===== src/rtl/core/pcsp_pkg.sv =====
// Package for the partition counting-sort permuter.
// Holds request codes, controller states and the request/result beat types.
// No dependencies.
package pcsp_pkg;

    // Request codes
    typedef enum logic [1:0] {
        REQ_CLEAR = 2'd0,
        REQ_TALLY = 2'd1,
        REQ_CLOSE = 2'd2,
        REQ_PLACE = 2'd3
    } t_req_kind;

    // Result kinds
    localparam logic KIND_SUMMARY = 1'b0;
    localparam logic KIND_NODE    = 1'b1;

    // Controller states
    typedef enum logic [1:0] {
        S_IDLE,
        S_TALLY,
        S_PLACE,
        S_CLOSE
    } t_state;

    // One request beat
    typedef struct packed {
        t_req_kind  req_type;
        logic [6:0] part_id;
    } t_request;

    // One result beat
    typedef struct packed {
        logic        kind;
        logic [5:0]  part_index;
        logic [16:0] part_count;
        logic [16:0] part_offset;
        logic [16:0] position;
        logic        error;
        logic        last;
    } t_result;

endpackage


===== src/rtl/core/pcsp_ram.sv =====
// Generic single-write, single-read RAM with registered read data.
// Used for every table of the partition counting-sort permuter. No dependencies.
module pcsp_ram #(
    parameter int WIDTH = 17,
    parameter int DEPTH = 64
) (
    input  logic                     i_clk,
    input  logic                     i_we,
    input  logic [$clog2(DEPTH)-1:0] i_waddr,
    input  logic [WIDTH-1:0]         i_wdata,
    input  logic [$clog2(DEPTH)-1:0] i_raddr,
    output logic [WIDTH-1:0]         o_rdata
);

    logic [WIDTH-1:0] r_mem [DEPTH];
    logic [WIDTH-1:0] r_rdata;

    // Write port
    always_ff @(posedge i_clk) begin
        if (i_we) begin
            r_mem[i_waddr] <= i_wdata;
        end
    end

    // Registered read port
    always_ff @(posedge i_clk) begin
        r_rdata <= r_mem[i_raddr];
    end

    assign o_rdata = r_rdata;

endmodule


===== src/rtl/core/partition_counting_sort_permuter.sv =====
// Top level of the partition counting-sort permuter: stable counting sort of
// nodes by partition id. Depends on pcsp_pkg and pcsp_ram.
//
//   channel   | ports                      | handshake
//   ----------+----------------------------+-------------------------------
//   request   | i_req, start, busy         | beat taken when start & !busy
//   result    | o_res, o_res_valid         | one-cycle strobe, no back-pressure
//   config    | i_cfg_we, i_cfg_wdata      | written when i_cfg_we is high
//
// Clear, and any request rejected for a bad id or node overflow, leaves the block idle.
// Tally and place do one memory read, then the write-back.
// Close walks the np partitions in use, one count read per cycle.
// Reset is synchronous, active low; table contents are masked by per-entry
// valid bits that reset and clear drop at once, so there is no clearing pass.
// Results cannot be stalled; each is shown for exactly one cycle.
module partition_counting_sort_permuter #(
    parameter int MAX_PARTS = 64,
    parameter int MAX_NODES = 65536
) (
    input  logic                i_clk,
    input  logic                i_rst_n,
    input  logic                start,
    output logic                busy,
    input  pcsp_pkg::t_request  i_req,
    output logic                o_res_valid,
    output pcsp_pkg::t_result   o_res,
    input  logic                i_cfg_we,
    input  logic [6:0]          i_cfg_wdata
);

    import pcsp_pkg::*;

    localparam int IW = $clog2(MAX_PARTS);
    localparam int CW = $clog2(MAX_NODES + 1);

    // State and registers
    t_state                r_state, n_state;
    logic [IW-1:0]         r_p, n_p;
    logic [IW-1:0]         r_idx, n_idx;
    logic [IW-1:0]         r_last_idx, n_last_idx;
    logic [CW-1:0]         r_run, n_run;
    logic [CW-1:0]         r_node_total, n_node_total;
    logic [6:0]            r_num_parts;
    logic [MAX_PARTS-1:0]  r_val_cnt, n_val_cnt;
    logic [MAX_PARTS-1:0]  r_val_sf, n_val_sf;
    logic                  r_cnt_ok, r_sf_ok;
    logic                  r_res_valid, n_res_valid;
    t_result               r_res, n_res;

    // Memory ports
    logic [IW-1:0]         rd_addr, wr_addr;
    logic                  we_cnt, we_sf;
    logic [CW-1:0]         wd_cnt, q_cnt;
    logic [2*CW-1:0]       wd_sf, q_sf;

    // Request decode
    logic                  req_acc;
    logic [8:0]            np_w;
    logic                  id_ok;
    logic [IW-1:0]         p_in;
    logic [IW-1:0]         last_idx_in;
    logic                  tally_err;
    logic [CW-1:0]         cnt_q, start_q, fill_q;
    logic [CW:0]           end_q;
    logic                  close_last;

    pcsp_ram #(.WIDTH(CW), .DEPTH(MAX_PARTS)) u_cnt_ram (
        .i_clk   (i_clk),
        .i_we    (we_cnt),
        .i_waddr (wr_addr),
        .i_wdata (wd_cnt),
        .i_raddr (rd_addr),
        .o_rdata (q_cnt)
    );

    pcsp_ram #(.WIDTH(2*CW), .DEPTH(MAX_PARTS)) u_sf_ram (
        .i_clk   (i_clk),
        .i_we    (we_sf),
        .i_waddr (wr_addr),
        .i_wdata (wd_sf),
        .i_raddr (rd_addr),
        .o_rdata (q_sf)
    );

    assign busy    = (r_state != S_IDLE);
    assign req_acc = start && !busy;

    // Clamp partitions in use and check the id against it
    always_comb begin
        if (r_num_parts == 7'd0) begin
            np_w = 9'd1;
        end else if ({2'b00, r_num_parts} > 9'(MAX_PARTS)) begin
            np_w = 9'(MAX_PARTS);
        end else begin
            np_w = {2'b00, r_num_parts};
        end
    end

    assign id_ok       = (i_req.part_id != 7'd0) && ({2'b00, i_req.part_id} <= np_w);
    assign p_in        = id_ok ? IW'(i_req.part_id - 7'd1) : '0;
    assign last_idx_in = IW'(np_w - 9'd1);
    assign tally_err   = !id_ok || (r_node_total == CW'(MAX_NODES));

    // Mask entries never written since reset or clear
    assign cnt_q      = r_cnt_ok ? q_cnt : '0;
    assign start_q    = r_sf_ok ? q_sf[2*CW-1:CW] : '0;
    assign fill_q     = r_sf_ok ? q_sf[CW-1:0] : '0;
    assign end_q      = {1'b0, start_q} + {1'b0, cnt_q};
    assign close_last = (r_idx == r_last_idx);

    // Next state
    always_comb begin
        n_state = r_state;
        unique case (r_state)
            S_IDLE: begin
                if (req_acc) begin
                    unique case (i_req.req_type)
                        REQ_CLEAR: n_state = S_IDLE;
                        REQ_TALLY: n_state = tally_err ? S_IDLE : S_TALLY;
                        REQ_CLOSE: n_state = S_CLOSE;
                        REQ_PLACE: n_state = id_ok ? S_PLACE : S_IDLE;
                        default:   n_state = S_IDLE;
                    endcase
                end
            end
            S_TALLY: n_state = S_IDLE;
            S_PLACE: n_state = S_IDLE;
            S_CLOSE: begin
                if (close_last) begin
                    n_state = S_IDLE;
                end
            end
            default: n_state = S_IDLE;
        endcase
    end

    // Datapath and memory control
    always_comb begin
        n_p          = r_p;
        n_idx        = r_idx;
        n_last_idx   = r_last_idx;
        n_run        = r_run;
        n_node_total = r_node_total;
        n_val_cnt    = r_val_cnt;
        n_val_sf     = r_val_sf;
        n_res_valid  = 1'b0;
        n_res        = '0;
        rd_addr      = p_in;
        wr_addr      = r_p;
        we_cnt       = 1'b0;
        we_sf        = 1'b0;
        wd_cnt       = CW'(cnt_q + 1'b1);
        wd_sf        = {start_q, CW'(fill_q + 1'b1)};
        unique case (r_state)
            S_IDLE: begin
                if (req_acc) begin
                    unique case (i_req.req_type)
                        REQ_CLEAR: begin
                            n_node_total = '0;
                            n_val_cnt    = '0;
                            n_val_sf     = '0;
                        end
                        REQ_TALLY: begin
                            if (tally_err) begin
                                n_res_valid = 1'b1;
                                n_res.kind  = KIND_NODE;
                                n_res.error = 1'b1;
                                n_res.last  = 1'b1;
                            end else begin
                                n_p          = p_in;
                                n_node_total = CW'(r_node_total + 1'b1);
                            end
                        end
                        REQ_CLOSE: begin
                            n_idx      = '0;
                            n_last_idx = last_idx_in;
                            n_run      = '0;
                            rd_addr    = '0;
                        end
                        REQ_PLACE: begin
                            if (!id_ok) begin
                                n_res_valid = 1'b1;
                                n_res.kind  = KIND_NODE;
                                n_res.error = 1'b1;
                                n_res.last  = 1'b1;
                            end else begin
                                n_p = p_in;
                            end
                        end
                        default: begin
                            n_p = r_p;
                        end
                    endcase
                end
            end
            S_TALLY: begin
                // Write back the incremented count
                we_cnt         = 1'b1;
                n_val_cnt[r_p] = 1'b1;
            end
            S_PLACE: begin
                n_res_valid = 1'b1;
                n_res.kind  = KIND_NODE;
                n_res.last  = 1'b1;
                if ({1'b0, fill_q} >= end_q) begin
                    // Partition already full: report and leave state alone
                    n_res.error = 1'b1;
                end else begin
                    n_res.position = 17'(fill_q + 1'b1);
                    we_sf          = 1'b1;
                    n_val_sf[r_p]  = 1'b1;
                end
            end
            S_CLOSE: begin
                // Emit one summary and set start and fill of this partition
                n_res_valid      = 1'b1;
                n_res.kind       = KIND_SUMMARY;
                n_res.part_index = 6'(r_idx);
                n_res.part_count = 17'(cnt_q);
                n_res.part_offset = 17'(r_run);
                n_res.last       = close_last;
                wr_addr          = r_idx;
                we_sf            = 1'b1;
                wd_sf            = {r_run, r_run};
                n_val_sf[r_idx]  = 1'b1;
                n_run            = CW'(r_run + cnt_q);
                if (!close_last) begin
                    n_idx   = IW'(r_idx + 1'b1);
                    rd_addr = IW'(r_idx + 1'b1);
                end
            end
            default: begin
                n_res_valid = 1'b0;
            end
        endcase
    end

    // Control registers
    always_ff @(posedge i_clk) begin
        if (!i_rst_n) begin
            r_state      <= S_IDLE;
            r_node_total <= '0;
            r_num_parts  <= 7'd1;
            r_val_cnt    <= '0;
            r_val_sf     <= '0;
            r_res_valid  <= 1'b0;
        end else begin
            r_state      <= n_state;
            r_node_total <= n_node_total;
            r_val_cnt    <= n_val_cnt;
            r_val_sf     <= n_val_sf;
            r_res_valid  <= n_res_valid;
            if (i_cfg_we) begin
                r_num_parts <= i_cfg_wdata;
            end
        end
    end

    // Payload registers; valid flags follow the read address
    always_ff @(posedge i_clk) begin
        r_p        <= n_p;
        r_idx      <= n_idx;
        r_last_idx <= n_last_idx;
        r_run      <= n_run;
        r_res      <= n_res;
        r_cnt_ok   <= r_val_cnt[rd_addr];
        r_sf_ok    <= r_val_sf[rd_addr];
    end

    assign o_res_valid = r_res_valid;
    assign o_res       = r_res;

    // Node total never runs past its limit
    a_total_bound: assert property (@(posedge i_clk) disable iff (!i_rst_n)
        r_node_total <= CW'(MAX_NODES))
        else $error("node total above limit");

    // Error beats carry no position and end their run
    a_err_beat: assert property (@(posedge i_clk) disable iff (!i_rst_n)
        o_res_valid && o_res.error |-> (o_res.position == 17'd0) && o_res.last
            && (o_res.kind == KIND_NODE))
        else $error("malformed error beat");

    // Close walk stays within the partitions in use
    a_close_idx: assert property (@(posedge i_clk) disable iff (!i_rst_n)
        r_state == S_CLOSE |-> r_idx <= r_last_idx)
        else $error("close index past last partition");

    // Place always answers in the cycle after S_PLACE
    a_place_beat: assert property (@(posedge i_clk) disable iff (!i_rst_n)
        r_state == S_PLACE |=> o_res_valid && (o_res.kind == KIND_NODE)
            && (r_state == S_IDLE))
        else $error("place produced no result");

    // Tally write-back emits nothing and returns to idle
    a_tally_quiet: assert property (@(posedge i_clk) disable iff (!i_rst_n)
        r_state == S_TALLY |=> !o_res_valid && (r_state == S_IDLE))
        else $error("tally write-back misbehaved");

endmodule


===== config.mk =====
export PLATFORM = sky130hd
export DESIGN_NAME = partition_counting_sort_permuter
export DESIGN_NICKNAME = d
export VERILOG_FILES = /design/src/rtl/core/pcsp_pkg.sv /design/src/rtl/core/pcsp_ram.sv /design/src/rtl/core/partition_counting_sort_permuter.sv
export SDC_FILE = /design/constraint.sdc
export NUM_CORES = 2
export LEC_CHECK = 0
export ABC_AREA = 0
export BUFFER_PORTS_ARGS = -buffer_cell sky130_fd_sc_hd__buf_2
export CAP_MARGIN = 20
export CELL_PAD_IN_SITES_DETAIL_PLACEMENT = 1
export CELL_PAD_IN_SITES_GLOBAL_PLACEMENT = 1
export CORE_UTILIZATION = 60
export CTS_CLUSTER_DIAMETER = 150
export DETAILED_ROUTE_END_ITERATION = 6
export PLACE_DENSITY_LB_ADDON = 0.12
export SYNTH_ARGS = -nofsm -noshare
export SYNTH_HDL_FRONTEND = slang
export SYNTH_HIERARCHICAL = 1
export SYNTH_SLANG_ARGS = --single-unit

===== constraint.sdc =====
create_clock -name i_clk -period 13.93 [get_ports i_clk]
set_input_delay 2.0895 -clock i_clk [delete_from_list [all_inputs] [get_ports i_clk]]
set_output_delay 2.0895 -clock i_clk [all_outputs]
set_load 0.01 [all_outputs]

== Word-level counts from Yosys, hierarchy flattened ==
Memory sizes are Yosys's and may differ from the RTL's. A register that Yosys moved wholly into a read port is not among the register bits.
Cells that the tools add are included.
Word-level totals
  flip-flop bits (word level): 252
  RAM bits: 3264
  bits of input ports: 20
  output and inout bits: 62
  word-level logic and storage cells: 148
  memories: 2
Memories
  u_sf_ram.r_mem: words 64, width 34, read ports 1, clocked after memory_dff 1, write ports 1, line pcsp_ram.sv:15  | logic [WIDTH-1:0] r_mem [DEPTH];
  u_cnt_ram.r_mem: words 64, width 17, read ports 1, clocked after memory_dff 1, write ports 1, line pcsp_ram.sv:15
Operators by class
  add/sub/neg operators: 8
  $lt $le $gt $ge: 8
  equality and inequality tests: 16
  muxes and demuxes: 63
  bitwise logic cells: 4
  reduce and logical (&&, ||, !) cells: 28
Operators by type and width (number)
  two-way mux 64 bit: 3
  OR 64 bit: 3
  one-hot mux 64 bit (3 select lines): 1
  one-hot mux 64 bit (2 select lines): 1
  two-way mux 17 bit: 6
  one-hot mux 17 bit (2 select lines): 2
  two-way mux 6 bit: 10
  adder 17 x 1 -> 17 bit (second input constant): 3
  one-hot mux 6 bit (2 select lines): 3
  two-way mux 34 bit: 1
  < comparator 6 x 7 -> 1 bit (second input constant): 3
  adder 17 x 17 -> 18 bit: 1
  greater-or-equal comparator 17 x 18 -> 1 bit: 1
  adder 17 bit: 1
  == test 17 bit (second input constant): 1
  two-way mux 1 bit: 15
  two-way mux 7 bit: 2
  binary-select mux 1 bit (select 6 bit): 2
  demux 1 bit (select 6 bit): 2
  greater-or-equal comparator 6 x 1 -> 1 bit (second input constant): 2
  two-way mux 2 bit: 6
  inequality test 2 bit (second input constant): 6
  AND reduction 4 bit: 3
  subtractor 6 x 1 -> 6 bit (second input constant): 2
  other kinds (25): 47

== Logic depth before layout (Yosys ltp) ==
  depth in word-level cells: 11
  depth in mapped cells: 28
  gate-level depth less buffers: 25

== Hierarchy ==
The synthesis kept the hierarchy.
By module, submodules not included
  pcsp_ram (u_sf_ram): instances 1, cells an instance 3744, area an instance 83774.1 µm², sequential area each 66023.3 µm²
  pcsp_ram (u_cnt_ram): instances 1, cells an instance 1953, area an instance 42351.9 µm², sequential area each 33011.7 µm²
  partition_counting_sort_permuter: instances 1, cells an instance 1602, area an instance 13631.8 µm², sequential area each 5395.2 µm²

== Worst setup path before layout ==
No wires, ideal clock.
  kind: flip-flop to flip-flop
  start point: register r_cnt_ok
  end point: memory u_sf_ram/r_mem[48][0] (netlist name), enable pin
  library setup time: 0.467 ns
  data arrival time: 7.912 ns
  required time: 13.463 ns
  setup slack: 5.551 ns
  cell stages (with the launch flop): 26
  buffers on the path: 3
  period minus slack after synthesis: 8.379 ns
  path through: dfxtp_1 -> clkbuf_1 -> clkbuf_1 -> nand2_1 -> inv_1 -> ha_1 -> fa_1 -> a21o_1 -> a21oi_1 -> o21bai_1 -> a21o_1 -> a21oi_1 -> inv_1 -> a21oi_1 -> xor2_1 -> ha_1 -> a211o_1 -> a221oi_1 -> a21oi_1 -> o22ai_1 -> nand2_1 -> clkbuf_1 -> nand2_1 -> nor2b_1 -> nand4b_1 -> nor3_1
On the way
  word-level cells in the longest chain between the ends: 7
Ends and longest elaborated chain
  start: declaration: line partition_counting_sort_permuter.sv:46  | logic r_cnt_ok, r_sf_ok;
  start signal: assignment: line partition_counting_sort_permuter.sv:266  | r_cnt_ok <= r_val_cnt[rd_addr];
  two-way mux 17 bit: line partition_counting_sort_permuter.sv:105  | assign cnt_q = r_cnt_ok ? q_cnt : '0;
  net cnt_q[0]: line partition_counting_sort_permuter.sv:63  | logic [CW-1:0] cnt_q, start_q, fill_q;
  adder 17 x 17 -> 18 bit: line partition_counting_sort_permuter.sv:108  | assign end_q = {1'b0, start_q} + {1'b0, cnt_q};
  greater-or-equal comparator 17 x 18 -> 1 bit: line partition_counting_sort_permuter.sv:205  | if ({1'b0, fill_q} >= end_q) begin
  two-way mux 1 bit: line partition_counting_sort_permuter.sv:205
  one-hot mux 1 bit (2 select lines): line partition_counting_sort_permuter.sv:154  | unique case (r_state)
  net we_sf: line partition_counting_sort_permuter.sv:52  | logic we_cnt, we_sf;
  two-way mux 1 bit: line pcsp_ram.sv:20  | if (i_we) begin
  two-way mux 1 bit (not written as such): line pcsp_ram.sv:21  | r_mem[i_waddr] <= i_wdata;
  end: declaration: line pcsp_ram.sv:15
The timed path passes the listed nets, and every way through them passes these cells.

== Worst setup path in the final report ==
  start point: register r_cnt_ok
  end point: memory u_sf_ram/r_mem[46][1] (netlist name), enable pin
The elaborated chain is that of the path after synthesis.

==> reports/results.tsv <==
metric	value	unit
total gr overflow	0	
DRT iter0 DRCs	9813	
Max Buffers Root-to-Sink	4	
initial antenna violation count	19	
CTS Sinks	3567	
Die X	485	um
leakage power	50.2	nW
die height	485	um
hold path cells	2	
EDFF count, synth	3299	
Slew @ Worst Pin	1.27	ns
RePlAce Congestion	0.906	
internal power	18.4	mW
WHS	0.463	ns
core area	231000	um^2
I/O pin count	82	
# rows	176	
layout cells sized above 1	0.227	
Clock Latency Late Sink	0.99	ns
vias in the first global route	79600	
Power per Cell Area	157	nW/um^2
Hold/Removal Path Class	register to register	
post-route ant nets	0	
NetSw	6.19	mW
# setup viols final	0	
worst-path maximum fanout	26	
sw frac	0.252	
largest net degree at the start of global routing	110	
buffers added on ports	81	
ys async rst share	0	
Worst Skew	0.0903	ns
H-tree depth	5	
synthesized flop and latch total	3567	
total power	24.6	mW
maximum clock frequency	120	MHz
DP Area	145000	um^2
average wire per standard cell	37.6	um
CP required	14.51	ns
DRT Pass-1 Iters	5	
Post-Route Setup TNS	0	ns
Max-Cap Viols	0	
design area	156000	um^2
depth of the most critical reg-to-reg path	25	
Most used DFF post-synth	edfxtp_1	
syn avg cell area	19.1	um^2
Clk pwr share	0.388	
Worst IR Drop VDD	0.000149	V
status	complete, no violations	
CP Class	register to register	
Final period util	0.597	
CTS Hold Bufs	0	
total clock buffers created by CTS	364	
final hold violations	0	
Multi-input gate area	33700	um^2
Remaining DRCs	0	
Routed WL	411000	um
Max transition margin	0.142	
RSZ-0062 raised after global routing	no	
CTS clk-pin slew, worst paths	0.06	ns
CP Launch Type	register	
vias per std cell	6.99	
Flop pwr share	0.499	
Die ar.	235000	um^2
nets@finish	7697	
Syn-to-layout area delta	11.9	%
total number of vias	76300	
CP Capture Type	register	
Data arrival, critical path	8.89	ns
Yosys cell types	84	
global-route wire length before repair	581000	um
filler instances	18500	
CTS tree	done	
Slew Limit Fails	0	
synth warn	6	
Post-CTS Setup Repair Bufs	0	
# resized after CTS	0	
Post-Syn Nets	7391	
combinational power share	0.113	
GR Util All Layers	0.351	
post-synthesis cell count	7299	
initial core utilization	0.606	
post-synthesis sequential area ratio	0.747	
FF+latch area	104000	um^2
minimum clock period	8.31	ns
Root Driver	clkbuf_16	
Post-Syn Area	140000	um^2
DP HPWL	236000	um
logic make-up (layout without fill, tap and decap cells):
family | after synthesis | after routing | share of synthesized area
flip-flops | 3567 | 3567 | 0.747
AND/OR/NAND/NOR | 1117 | 1117 | 0.0380
multiplexers | 1049 | 1049 | 0.137
AO/OA/AOI/OAI | 915 | 915 | 0.0471
buffers and inverters | 492 | 1081 | 0.0182
XOR/XNOR | 87 | 87 | 0.00551
adder cells (fa/ha/maj) | 72 | 72 | 0.00655
other | 0 | 11 | 0
per-stage QoR:
step / setup WS, ns / cells / utilization
floorplan: 5.55 / 7299 / -
global placement: 5.88 / 10200 / 0.627
detailed placement: 5.80 / 10300 / 0.627
CTS: 5.72 / 10900 / 0.677
global route: 5.13 / 10900 / 0.678
finish: 5.62 / 10900 / 0.678
final timing paths:
| kind | from | endpoint | slack, ns |
|---|---|---|---|
| hold reg to reg | r_val_cnt[25]$_SDFFE_PN0P_ | r_val_cnt[25]$_SDFFE_PN0P_ | 0.46 |
| setup / recovery | r_cnt_ok$_DFF_P_ | u_sf_ram/r_mem[46][1]$_DFFE_PP_ | 5.62 |
| setup reg to reg | r_cnt_ok$_DFF_P_ | u_sf_ram/r_mem[46][1]$_DFFE_PP_ | 5.62 |
| hold / removal | r_val_cnt[25]$_SDFFE_PN0P_ | r_val_cnt[25]$_SDFFE_PN0P_ | 0.46 |
cells in the final DEF, fill, tap and decap left out, types with 16 or more instances in the layout:
| cell | n |
|---|---|
| o21ai_0 | 26 |
| xnor2_1 | 42 |
| ha_1 | 68 |
| nand2_1 | 265 |
| nand2b_1 | 21 |
| nand3_1 | 116 |
| clkbuf_1 | 80 |
| xor2_1 | 33 |
| bufinv_16 | 30 |
| nor3_1 | 21 |
| a21o_2 | 16 |
| a21oi_1 | 172 |
| a221oi_1 | 47 |
| o221ai_1 | 50 |
| mux2i_1 | 287 |
| inv_1 | 73 |
| a22oi_1 | 129 |
| edfxtp_1 | 3299 |
| buf_4 | 243 |
| nand4_1 | 60 |
| a221o_1 | 24 |
| a211oi_1 | 65 |
| and2_1 | 50 |
| clkinv_2 | 62 |
| nor2b_1 | 52 |
| clkinv_1 | 66 |
| mux2_2 | 71 |
| a22o_1 | 72 |
| nor2_4 | 64 |
| mux4_2 | 688 |
| nor2_1 | 314 |
| clkbuf_16 | 368 |
| o22ai_1 | 156 |
| and3_1 | 60 |
| buf_2 | 85 |
| dfxtp_1 | 268 |
power by group through the flow:
stage               Combinational [mW]  Clock (mW)  Sequential (mW)
detailed placement                2.70           0             12.5
global route                      2.86        9.96             12.3
floorplan                         1.60           0             12.4
CTS                               2.73        9.64             12.3
finish                            2.77        9.56             12.3
global placement                  2.60           0             12.5
critical path: stages (launching register included):
cell and delay [ns]:
dfxtp_1 0.79, nand2_1 0.33, inv_1 0.24, ha_1 0.31, a21o_1 0.20, a21oi_1 0.23
o21bai_1 0.09, a21o_1 0.21, a21oi_1 0.24, o211ai_1 0.18, a31oi_1 0.27, o31ai_1 0.11
a21oi_1 0.17, xnor2_1 0.16, ha_1 0.27, nor2_1 0.10, nor2_1 0.07, o2111ai_1 0.10
a21oi_1 0.08, o22ai_1 0.45, nand2_1 0.45, nand2_1 0.62, nor2b_1 0.34, nand3_1 0.68
nor2_4 0.63, buf_4 0.55
registers in the layout, summed over array words and instances, names as in the netlist:
register           count
r_run                 17
u_cnt_ram/r_mem     1088
r_val_sf              64
u_sf_ram/r_mem      2176
u_sf_ram/o_rdata      34
r_sf_ok                1
o_res                 60
r_p                    6
r_val_cnt             64
r_state                2
r_node_total          17
u_cnt_ram/o_rdata     17
r_num_parts            7
r_idx                  6
o_res_valid            1
r_cnt_ok               1
r_last_idx             6
routing by layer:
layer,GRT usage,wire length [um]
met1,0.448,147000
met3,0.0577,35600
met4,0.208,28000
met5,0,70
met2,0.573,200000
synth_stat cells (22+ instances only):
| cell | instances | share of area |
|---|---|---|
| a211oi_1 | 65 | 0.0035 |
| a21o_1 | 32 | 0.0017 |
| a21oi_1 | 172 | 0.0062 |
| a221o_1 | 24 | 0.0017 |
| a221oi_1 | 47 | 0.0029 |
| a22o_1 | 74 | 0.0046 |
| a22oi_1 | 129 | 0.0069 |
| and2_1 | 52 | 0.0023 |
| and3_1 | 60 | 0.0027 |
| buf_1 | 30 | 0.00081 |
| buf_2 | 112 | 0.0040 |
| buf_4 | 39 | 0.0021 |
| buf_6 | 31 | 0.0025 |
| clkbuf_1 | 185 | 0.0050 |
| dfxtp_1 | 268 | 0.038 |
| edfxtp_1 | 3299 | 0.71 |
| ha_1 | 70 | 0.0063 |
| inv_1 | 74 | 0.0020 |
| mux2_2 | 72 | 0.0058 |
| mux2i_1 | 289 | 0.021 |
| mux4_2 | 688 | 0.11 |
| nand2_1 | 267 | 0.0072 |
| nand2b_1 | 22 | 0.00098 |
| nand3_1 | 116 | 0.0042 |
| nand4_1 | 60 | 0.0027 |
| nor2_1 | 380 | 0.010 |
| nor2b_1 | 58 | 0.0026 |
| nor3_1 | 25 | 0.00090 |
| o21ai_0 | 38 | 0.0014 |
| o221ai_1 | 50 | 0.0031 |
| o22ai_1 | 157 | 0.0070 |
| xnor2_1 | 51 | 0.0032 |
| xor2_1 | 35 | 0.0022 |
final cells by class:
class / count / share of cell area
Tap cell: 3026 / 0.0242
Clock buffer: 459 / 0.0618
Inverter: 80 / 0.00212
Multi-Input combinational cell: 3240 / 0.215
Clock inverter: 190 / 0.0117
Timing Repair Buffer: 352 / 0.0171
Sequential cell: 3567 / 0.668
Antenna cell: 11 / 0.000176
Note: power is estimated with default switching activity, not from simulation.
